[src/rtl/spab_pkg.sv]
// ----------------------------------------------------------------------------
// spab_pkg: shared constants for the scaled partial-sum accumulator
// Field widths, register indexes and exponent thresholds used by the
// accumulator pipeline and its testbench.
// ----------------------------------------------------------------------------
package spab_pkg;

  localparam int MANTISSA_BITS  = 24;
  localparam int EXPONENT_BITS  = 8;
  localparam int EXTENSION_BITS = 8;

  // Configuration register indexes.
  localparam logic [1:0] CFG_FP8_PAIR_MODE    = 2'd0;
  localparam logic [1:0] CFG_BF16_OUTPUT_MODE = 2'd1;
  localparam logic [1:0] CFG_TENSOR_SCALE     = 2'd2;

  localparam logic [31:0] TENSOR_SCALE_RESET = 32'h3F80_0000;

  // Exponent thresholds for the bfloat16 packer.
  localparam logic signed [11:0] MAX_THRESH_FP8 = 12'sd388;
  localparam logic signed [11:0] MAX_THRESH_STD = 12'sd391;
  localparam logic signed [11:0] MIN_THRESH_FP8 = 12'sd134;
  localparam logic signed [11:0] MIN_THRESH_STD = 12'sd137;

  localparam logic [15:0] BF16_UPPER_FILL = 16'hFFFF;

endpackage

[src/rtl/spab_if.sv]
// ----------------------------------------------------------------------------
// spab_if: channel interfaces of the scaled partial-sum accumulator
// Input item channel, result channel and configuration write channel.
// ----------------------------------------------------------------------------
interface spab_item_if;
  logic               valid;
  logic               ready;
  logic        [7:0]  product_exponent;
  logic signed [23:0] product_mantissa;
  logic        [7:0]  activation_scale;
  logic        [7:0]  weight_scale;
  logic        [8:0]  psum_exponent;
  logic signed [22:0] psum_mantissa;

  modport source (output valid, product_exponent, product_mantissa, activation_scale,
                  weight_scale, psum_exponent, psum_mantissa, input ready);
  modport sink (input valid, product_exponent, product_mantissa, activation_scale,
                weight_scale, psum_exponent, psum_mantissa, output ready);
endinterface

interface spab_result_if;
  logic        valid;
  logic        ready;
  logic [31:0] psum_word;

  modport source (output valid, psum_word, input ready);
  modport sink (input valid, psum_word, output ready);
endinterface

interface spab_cfg_if;
  logic        valid;
  logic        ready;
  logic [1:0]  index;
  logic [31:0] data;

  modport source (output valid, index, data, input ready);
  modport sink (input valid, index, data, output ready);
endinterface

[src/rtl/scaled_psum_accumulate_bf16_top.sv]
// ----------------------------------------------------------------------------
// scaled_psum_accumulate_bf16_top: scaled partial-sum accumulator
// Scales a product by block exponents, adds it to a partial sum and emits
// either the raw accumulator word or a scaled, rounded bfloat16 value.
// ----------------------------------------------------------------------------
// Usage:
// The item channel carries one product and one partial sum per transaction.
// The result channel returns exactly one psum_word per item, in order.
// The cfg channel writes fp8_pair_mode (index 0), bf16_output_mode (index 1)
// and tensor_scale (index 2); it is always ready and should only be used
// while no item is in flight. Other indexes are ignored.
// Throughput is one item per cycle while the receiver is ready; the five
// register stages (weight multiply, align and add, tensor-scale multiply,
// normalize, round and pack) each hold one item.
// When the receiver stalls, each stage holds its item and empty stages still
// fill, so the block keeps accepting until all five stages are occupied.
// Synchronous reset empties the pipeline and restores the register defaults
// (tensor_scale = 1.0). Nothing is lost or repeated across a stall.
// ----------------------------------------------------------------------------
module scaled_psum_accumulate_bf16_top (
  input logic          clk,
  input logic          rst,
  spab_item_if.sink    item,
  spab_result_if.source result,
  spab_cfg_if.sink     cfg
);
  import spab_pkg::*;

  // Configuration registers.
  logic        fp8_pair_mode;
  logic        bf16_output_mode;
  logic [31:0] tensor_scale;

  assign cfg.ready = 1'b1;

  always_ff @(posedge clk) begin
    if (rst) begin
      fp8_pair_mode    <= 1'b0;
      bf16_output_mode <= 1'b0;
      tensor_scale     <= TENSOR_SCALE_RESET;
    end else if (cfg.valid) begin
      case (cfg.index)
        CFG_FP8_PAIR_MODE:    fp8_pair_mode    <= cfg.data[0];
        CFG_BF16_OUTPUT_MODE: bf16_output_mode <= cfg.data[0];
        CFG_TENSOR_SCALE:     tensor_scale     <= cfg.data;
        default: ;
      endcase
    end
  end

  // Stage enables: a stage loads when it is empty or its successor loads.
  logic v1, v2, v3, v4, v5;
  logic en1, en2, en3, en4, en5;
  assign en5 = !v5 || result.ready;
  assign en4 = !v4 || en5;
  assign en3 = !v3 || en4;
  assign en2 = !v2 || en3;
  assign en1 = !v1 || en2;
  assign item.ready = en1;

  always_ff @(posedge clk) begin
    if (rst) begin
      v1 <= 1'b0;
      v2 <= 1'b0;
      v3 <= 1'b0;
      v4 <= 1'b0;
      v5 <= 1'b0;
    end else begin
      if (en1) v1 <= item.valid;
      if (en2) v2 <= v1;
      if (en3) v3 <= v2;
      if (en4) v4 <= v3;
      if (en5) v5 <= v4;
    end
  end

  // Stage 1: decode the weight scale and apply it to the product.
  logic        [3:0]  wmat;
  logic        [7:0]  wexp;
  logic signed [28:0] wprod;
  logic        [9:0]  e1;
  logic signed [27:0] m1;
  logic        [8:0]  sexp1;
  logic signed [22:0] smat1;
  logic               empty1;

  always_comb begin
    if (fp8_pair_mode) begin
      wexp = item.weight_scale;
      wmat = 4'h8;
    end else begin
      wexp = {4'b0, item.weight_scale[6:3]};
      wmat = (item.weight_scale[6:3] != 4'd0) ? {1'b1, item.weight_scale[2:0]}
                                              : {item.weight_scale[2:0], 1'b0};
    end
    wprod = item.product_mantissa * $signed({1'b0, wmat});
  end

  always_ff @(posedge clk) begin
    if (en1) begin
      e1     <= 10'(item.product_exponent) + 10'(item.activation_scale) + 10'(wexp);
      m1     <= wprod[27:0];
      sexp1  <= item.psum_exponent;
      smat1  <= item.psum_mantissa;
      empty1 <= (item.psum_exponent == 9'd0) && (item.psum_mantissa == 23'sd0);
    end
  end

  // Stage 2: align the smaller operand, add and renormalize on overflow; a zero partial sum passes the product through.
  logic signed [29:0] op_a, op_b, sum;
  logic        [9:0]  max_exp;
  logic               ovf;
  logic        [9:0]  ae2;
  logic signed [22:0] am2;

  always_comb begin
    op_a = 30'(m1);
    op_b = {smat1[22], smat1, 6'b0};
    if (e1 > {1'b0, sexp1}) begin
      op_b    = op_b >>> (e1 - {1'b0, sexp1});
      max_exp = e1;
    end else begin
      op_a    = op_a >>> ({1'b0, sexp1} - e1);
      max_exp = {1'b0, sexp1};
    end
    sum = op_a + op_b;
    ovf = sum[29] != sum[28];
  end

  always_ff @(posedge clk) begin
    if (en2) begin
      if (empty1) begin
        ae2 <= e1;
        am2 <= {m1[27], m1[27:6]};
      end else if (ovf) begin
        ae2 <= max_exp + 10'd1;
        am2 <= sum[29:7];
      end else begin
        ae2 <= max_exp;
        am2 <= sum[28:6];
      end
    end
  end

  // Stage 3: multiply by the per-tensor scale (1.0 in fp8 pair mode) and keep the raw word.
  logic        [7:0]  texp;
  logic        [23:0] tmat;
  logic signed [48:0] tprod;
  logic signed [23:0] sc3;
  logic        [10:0] ex3;
  logic        [31:0] raw3;

  always_comb begin
    if (fp8_pair_mode) begin
      texp = 8'd0;
      tmat = 24'h80_0000;
    end else begin
      texp = tensor_scale[30:23];
      tmat = (texp != 8'd0) ? {1'b1, tensor_scale[22:0]} : {tensor_scale[22:0], 1'b0};
    end
    tprod = am2 * $signed({1'b0, tmat});
  end

  always_ff @(posedge clk) begin
    if (en3) begin
      sc3  <= tprod[47:24];
      ex3  <= 11'(ae2) + 11'(texp);
      raw3 <= {ae2[8:0], am2};
    end
  end

  // Stage 4: magnitude, leading-zero count, normalize and range check.
  logic               sgn;
  logic        [22:0] mag, shifted;
  logic        [4:0]  lz;
  logic signed [11:0] adj, max_t, min_t, sh;
  logic        [22:0] bm4;
  logic        [7:0]  be4;
  logic               nrm4, sign4, zero4;
  logic        [31:0] raw4;

  always_comb begin
    sgn = sc3[23];
    mag = sgn ? (23'd0 - sc3[22:0]) : sc3[22:0];
    lz  = 5'd0;
    for (int i = 0; i < 23; i++) begin
      if (mag[i]) lz = 5'(22 - i);
    end
    shifted = mag << lz;
    adj   = $signed({1'b0, ex3}) + 12'sd8 - $signed({7'b0, lz});
    max_t = fp8_pair_mode ? MAX_THRESH_FP8 : MAX_THRESH_STD;
    min_t = fp8_pair_mode ? MIN_THRESH_FP8 : MIN_THRESH_STD;
    sh    = min_t - adj;
  end

  always_ff @(posedge clk) begin
    if (en4) begin
      sign4 <= sgn;
      zero4 <= (mag == 23'd0);
      raw4  <= raw3;
      if (adj > max_t) begin
        be4  <= 8'hFF;
        bm4  <= 23'd0;
        nrm4 <= 1'b0;
      end else if (adj <= min_t) begin
        be4  <= 8'd0;
        bm4  <= shifted >> sh[7:0];
        nrm4 <= 1'b0;
      end else begin
        be4  <= 8'(adj - min_t);
        bm4  <= shifted;
        nrm4 <= 1'b1;
      end
    end
  end

  // Stage 5: round to nearest even, pack and register the result.
  logic        guard, sticky, lsb;
  logic [6:0]  m7;
  logic [7:0]  rounded;
  logic [8:0]  exp_sum;
  logic [7:0]  out_exp;
  logic [6:0]  out_frac;
  logic [15:0] bf;
  logic [31:0] psum_word;

  always_comb begin
    if (nrm4) begin
      guard  = bm4[14];
      sticky = |bm4[13:0];
      lsb    = bm4[15];
      m7     = bm4[21:15];
    end else begin
      guard  = bm4[15];
      sticky = |bm4[14:0];
      lsb    = bm4[16];
      m7     = bm4[22:16];
    end
    rounded = {1'b0, m7} + {7'b0, guard && (sticky || lsb)};
    exp_sum = {1'b0, be4} + {8'b0, rounded[7]};
    if (exp_sum > 9'd254) begin
      out_exp  = 8'hFF;
      out_frac = 7'd0;
    end else begin
      out_exp = exp_sum[7:0];
      if (rounded[7]) out_frac = {!nrm4, rounded[6:1]};
      else            out_frac = rounded[6:0];
    end
    bf = zero4 ? {sign4, 15'd0} : {sign4, out_exp, out_frac};
  end

  always_ff @(posedge clk) begin
    if (en5) psum_word <= bf16_output_mode ? {BF16_UPPER_FILL, bf} : raw4;
  end

  assign result.valid     = v5;
  assign result.psum_word = psum_word;

endmodule

[src/flat_wrapper.sv]
// flat-port wrapper written by rule: the top's interface ports become plain ports
module scaled_psum_accumulate_bf16_top_flat import spab_pkg::*;
  (clk, rst, item_valid, item_product_exponent, item_product_mantissa, item_activation_scale, item_weight_scale, item_psum_exponent, item_psum_mantissa, item_ready, result_valid, result_psum_word, result_ready, cfg_valid, cfg_index, cfg_data, cfg_ready);
  spab_item_if item_i ();
  spab_result_if result_i ();
  spab_cfg_if cfg_i ();
  input logic clk;
  input logic rst;
  input wire logic [$bits(item_i.valid)-1:0] item_valid;
  input wire logic [$bits(item_i.product_exponent)-1:0] item_product_exponent;
  input wire logic [$bits(item_i.product_mantissa)-1:0] item_product_mantissa;
  input wire logic [$bits(item_i.activation_scale)-1:0] item_activation_scale;
  input wire logic [$bits(item_i.weight_scale)-1:0] item_weight_scale;
  input wire logic [$bits(item_i.psum_exponent)-1:0] item_psum_exponent;
  input wire logic [$bits(item_i.psum_mantissa)-1:0] item_psum_mantissa;
  output wire logic [$bits(item_i.ready)-1:0] item_ready;
  output wire logic [$bits(result_i.valid)-1:0] result_valid;
  output wire logic [$bits(result_i.psum_word)-1:0] result_psum_word;
  input wire logic [$bits(result_i.ready)-1:0] result_ready;
  input wire logic [$bits(cfg_i.valid)-1:0] cfg_valid;
  input wire logic [$bits(cfg_i.index)-1:0] cfg_index;
  input wire logic [$bits(cfg_i.data)-1:0] cfg_data;
  output wire logic [$bits(cfg_i.ready)-1:0] cfg_ready;
  assign item_i.valid = item_valid;
  assign item_i.product_exponent = item_product_exponent;
  assign item_i.product_mantissa = item_product_mantissa;
  assign item_i.activation_scale = item_activation_scale;
  assign item_i.weight_scale = item_weight_scale;
  assign item_i.psum_exponent = item_psum_exponent;
  assign item_i.psum_mantissa = item_psum_mantissa;
  assign item_ready = item_i.ready;
  assign result_valid = result_i.valid;
  assign result_psum_word = result_i.psum_word;
  assign result_i.ready = result_ready;
  assign cfg_i.valid = cfg_valid;
  assign cfg_i.index = cfg_index;
  assign cfg_i.data = cfg_data;
  assign cfg_ready = cfg_i.ready;
  scaled_psum_accumulate_bf16_top u_core (.clk(clk), .rst(rst), .item(item_i), .result(result_i), .cfg(cfg_i));
endmodule
[config.mk]
export PLATFORM = sky130hd
export DESIGN_NAME = scaled_psum_accumulate_bf16_top_flat
export DESIGN_NICKNAME = d
export VERILOG_FILES = /design/src/rtl/spab_pkg.sv /design/src/rtl/spab_if.sv /design/src/rtl/scaled_psum_accumulate_bf16_top.sv /design/src/flat_wrapper.sv
export SDC_FILE = /design/constraint.sdc
export NUM_CORES = 2
export LEC_CHECK = 0
export BUFFER_PORTS_ARGS = -buffer_cell sky130_fd_sc_hd__buf_2
export CORE_MARGIN = 5
export CORE_UTILIZATION = 45
export DETAILED_ROUTE_END_ITERATION = 7
export HOLD_SLACK_MARGIN = 0.15
export PLACE_DENSITY = 0.69
export SLEW_MARGIN = 30
export SYNTH_ARGS = -nofsm -noshare
export SYNTH_HDL_FRONTEND = slang
export SYNTH_SLANG_ARGS = --single-unit
export TNS_END_PERCENT = 100
[constraint.sdc]
create_clock -name clk -period 17.2 [get_ports clk]
set_input_delay 4.3 -clock clk [delete_from_list [all_inputs] [get_ports clk]]
set_output_delay 4.3 -clock clk [all_outputs]
set_load 0.1 [all_outputs]
==> flow_summary.rst <==
.. list-table::
   :header-rows: 1

   * - Metric
     - Value
   * - Layout overhead on the synthesized area
     - 7.16%
   * - Predominant post-synthesis flop cell
     - sky130_fd_sc_hd__edfxtp_1
   * - Worst Path Arrival
     - 10.80 ns
   * - Transition time at the pin with the least slew margin
     - roughly 0.91 ns
   * - Setup fix buffers added after clock tree synthesis
     - 0
   * - Max-slew headroom at the worst pin
     - 39.2%
   * - Number of primary I/O pins
     - 154
   * - Vias in the first global route
     - 36400
   * - Synth warnings
     - 0
   * - Mean Syn Cell Area
     - 8.84 um^2
   * - Post-DR wirelength/cell
     - about 20 um
   * - Pin count of the biggest net entering global routing
     - 68
   * - Total instance count after detailed placement
     - 6294
   * - Number of synthesized flops with an enable pin
     - ~270
   * - Multi-input combinational cell area
     - 0.0319 mm^2
   * - Starting density of the core
     - 45.3%
   * - Syn_nets
     - roughly 6000
   * - Die Wd
     - 325 um
   * - Net count of the finished layout
     - 6033
   * - Post-Syn Area
     - roughly 0.045 mm^2
   * - Number of buffers added on ports
     - 151
   * - Worst skew pair latency
     - between 0.5 and 0.6 ns
   * - Main combinational cell family by area after synthesis
     - adder cells
   * - Clk_skew
     - 0.0309 ns
   * - Maximum clock frequency
     - between 90 and 100 MHz
   * - Result of the run
     - finished clean
   * - Library cell used as clock root buffer
     - sky130_fd_sc_hd__clkbuf_16
   * - Share of the synthesized area in compound gates (AO/OA/AOI/OAI)
     - 13.9%
   * - First-pass GRT wire length
     - 202 mm
   * - Setup TNS
     - 0 ns
   * - Aggregate global routing overflow
     - 0
   * - Crit Path Class
     - reg2reg
   * - Antenna violations before repair
     - 13
   * - Post-synthesis adder-cell area fraction
     - 33.1%
   * - CTS H-tree lvls
     - 2
   * - Area of all sequential standard cells
     - slightly below 0.009 mm^2
   * - Core occupancy in the finished layout
     - 48.6%
   * - Period utilisation layout
     - between 60% and 70%
   * - Most common cell after layout, fill and taps aside
     - sky130_fd_sc_hd__inv_1
   * - Share of final-layout standard cells stronger than drive strength 1
     - 8.91%
   * - First-iteration detailed-routing DRC count
     - around 3400
   * - Core area
     - 0.0984 mm^2
   * - Number of buffers inserted for hold repair after clock tree synthesis
     - 0
   * - TritonCTS buffer count
     - 35
   * - Total GRT Usage
     - 23.7%
   * - DRC violation count after routing
     - 0
   * - Via-to-Cell Ratio
     - about 5.8
   * - Unrepaired setup endpoints after global routing
     - no
   * - Number of max-slew violations in the final report
     - 0
   * - CTS sink cnt
     - 307
   * - CP startpoint kind
     - register
   * - Fraction of registers with async set/reset
     - 0%
   * - TritonRoute pass-1 iters
     - 6
   * - Largest stage delay, worst path
     - 0.68 ns
   * - Critical path endpoint category
     - register
   * - Buffers from clock root to sink, at most
     - 3
   * - Synth unique cells
     - 104
   * - Clk pin slew, worst setup/hold paths
     - 0.06 ns
   * - Area share of xor/xnor cells in the synthesized design
     - approximately 2.9%
   * - Post-synthesis cell count
     - between 5000 and 6000
   * - Wire length after detailed routing
     - 127 mm
   * - Proportion of synthesized area in mux cells
     - 4.36%
   * - Hold/Removal Path Class
     - reg2reg
   * - Final Setup Violations
     - 0
   * - Fin. Hold Viols
     - 0
   * - CP Max Fanout
     - 24
   * - Flop and latch count out of synthesis
     - about 300
   * - Final critical delay including setup and external delays
     - 10.49 ns
   * - Post-synthesis share of cell area spent on and, or, nand and nor gates
     - around 17%
   * - Cell mode on critical path
     - sky130_fd_sc_hd__fa_1
   * - # Max-Cap Violations
     - 0
   * - Resize count post-CTS
     - 0
   * - Final Wtd Congestion
     - 0.956
   * - Sequential share of the synthesized area
     - 19.8%
   * - Number of nets still failing antenna checks after routing
     - 0
   * - DIE AREA
     - 0.106 mm^2
   * - Vertical die dimension
     - approximately 320 um
   * - CP max stage cell
     - sky130_fd_sc_hd__nor2_1
   * - Post-Layout Cell Count
     - 6364
   * - Most frequent cells in the layout
     - sky130_fd_sc_hd__inv_1 (749), sky130_fd_sc_hd__nand2_1 (701), sky130_fd_sc_hd__fa_1 (518)
   * - Required arrival time at the worst endpoint
     - about 18 ns
   * - Number of inserted filler cells in the final layout
     - 9389
   * - CTS tree
     - built
   * - Detail Placement HPWL
     - 97.9 mm
   * - Via count
     - 36800
   * - Row count
     - between 100 and 150
## per-stage QoR
stage / worst slack (ns) / hold slack, ns / instance area [um^2]
floorplan: 5.81 / 0.400 / 44600
global placement: 6.44 / 0.401 / 46600
finish: 6.71 / 0.415 / 47800
detailed placement: 6.38 / 0.405 / 46600
CTS: 6.72 / 0.414 / 47800
global route: 6.16 / 0.420 / 47800
## path summary, 6_finish.rpt
path | to | slack (ns) | cells after the start | from
worst max-delay path | u_core.sc3[21] | 6.71 | 32 | u_core.tensor_scale[26]
worst min-delay path | u_core.raw4[2] | 0.42 | 0 | u_core.raw3[2]
worst max register to register | u_core.sc3[21] | 6.71 | 32 | u_core.tensor_scale[26]
worst min register to register | u_core.raw4[2] | 0.42 | 0 | u_core.raw3[2]
## final cells by class
cell class	instances	area share (%)
repair buffers	242	3.04
multi-input cells	3703	66.8
clock inverters	19	0.374
diodes	4	0.0209
well taps	1287	3.37
flip-flops and latches	307	18.5
clock buffers	45	2.00
inverters	757	5.95
## flip-flops by register name, summed over array words and instances (netlist names), 8 cells and up
signal	cells
u_core.sexp1	9
u_core.tensor_scale	31
u_core.be4	8
u_core.sc3	24
u_core.e1	10
u_core.ex3	11
u_core.raw3	32
u_core.m1	28
u_core.bm4	23
u_core.smat1	23
u_core.raw4	32
u_core.result.psum_word	32
u_core.ae2	10
u_core.am2	23
## kinds of logic (layout without fill, tap and decap cells)
| family | Yosys count | in the layout |
|---|---|---|
| AND/OR/NAND/NOR | 1612 | 1612 |
| buffers and inverters | 1035 | 1063 |
| AO/OA/AOI/OAI | 925 | 925 |
| adder cells (fa/ha/maj) | 868 | 868 |
| flip-flops | 307 | 307 |
| multiplexers | 151 | 151 |
| XOR/XNOR | 146 | 146 |
| other | 1 | 5 |
## layer usage
metal,routed length (um),GRT usage (%),up-vias,part of all wire [%]
li1,-,-,16900,-
met1,53500,32.8,18100,42
met2,58900,39.0,1515,46
met3,10500,3.73,240,8.3
met4,3860,6.33,8,3.0
met5,53,0,-,0.042
## critical path, delay by kind of cell (launching register included)
family / cells / cell delay, ns
fa+ha+maj: 8 / 3.43
xor+xnor: 1 / 0.15
mux: 1 / 0.25
compound gates: 11 / 3.39
flops: 1 / 0.32
simple gates: 6 / 1.77
buf+inv: 5 / 0.87
## cells in the mapped netlist (14+ instances only)
cell | instances | share of area [%]
sky130_fd_sc_hd__o22ai_1 | 34 | 0.48
sky130_fd_sc_hd__o21a_1 | 28 | 0.47
sky130_fd_sc_hd__a21oi_1 | 232 | 2.6
sky130_fd_sc_hd__o21ai_0 | 183 | 2.1
sky130_fd_sc_hd__or3_1 | 23 | 0.32
sky130_fd_sc_hd__o31a_1 | 14 | 0.27
sky130_fd_sc_hd__a21o_1 | 39 | 0.66
sky130_fd_sc_hd__nor2b_1 | 41 | 0.57
sky130_fd_sc_hd__mux4_2 | 30 | 1.5
sky130_fd_sc_hd__xor2_1 | 58 | 1.1
sky130_fd_sc_hd__nand4_1 | 19 | 0.27
sky130_fd_sc_hd__mux2_2 | 41 | 1.0
sky130_fd_sc_hd__dfxtp_1 | 38 | 1.7
sky130_fd_sc_hd__xnor2_1 | 86 | 1.7
sky130_fd_sc_hd__nor3_1 | 82 | 0.92
sky130_fd_sc_hd__a211o_1 | 15 | 0.29
sky130_fd_sc_hd__clkbuf_1 | 235 | 2.0
sky130_fd_sc_hd__o21bai_1 | 25 | 0.42
sky130_fd_sc_hd__nand2_1 | 702 | 5.9
sky130_fd_sc_hd__o32ai_1 | 15 | 0.29
sky130_fd_sc_hd__o31ai_1 | 33 | 0.56
sky130_fd_sc_hd__buf_1 | 25 | 0.21
sky130_fd_sc_hd__and3_1 | 25 | 0.35
sky130_fd_sc_hd__nand3_1 | 64 | 0.72
sky130_fd_sc_hd__a31oi_1 | 30 | 0.42
sky130_fd_sc_hd__and2_1 | 252 | 3.5
sky130_fd_sc_hd__nor2_1 | 247 | 2.1
sky130_fd_sc_hd__ha_1 | 350 | 9.8
sky130_fd_sc_hd__o211ai_1 | 41 | 0.69
sky130_fd_sc_hd__nor4_1 | 39 | 0.55
sky130_fd_sc_hd__fa_1 | 518 | 23
sky130_fd_sc_hd__nand2b_1 | 28 | 0.39
sky130_fd_sc_hd__o221ai_1 | 18 | 0.35
sky130_fd_sc_hd__edfxtp_1 | 269 | 18
sky130_fd_sc_hd__inv_1 | 750 | 6.3
sky130_fd_sc_hd__a211oi_1 | 62 | 1.0
sky130_fd_sc_hd__or2_2 | 33 | 0.46
sky130_fd_sc_hd__mux2i_1 | 79 | 1.8
Power is not shown: default switching activity piles up to over one toggle a cycle in this logic, so the estimate is an artifact.
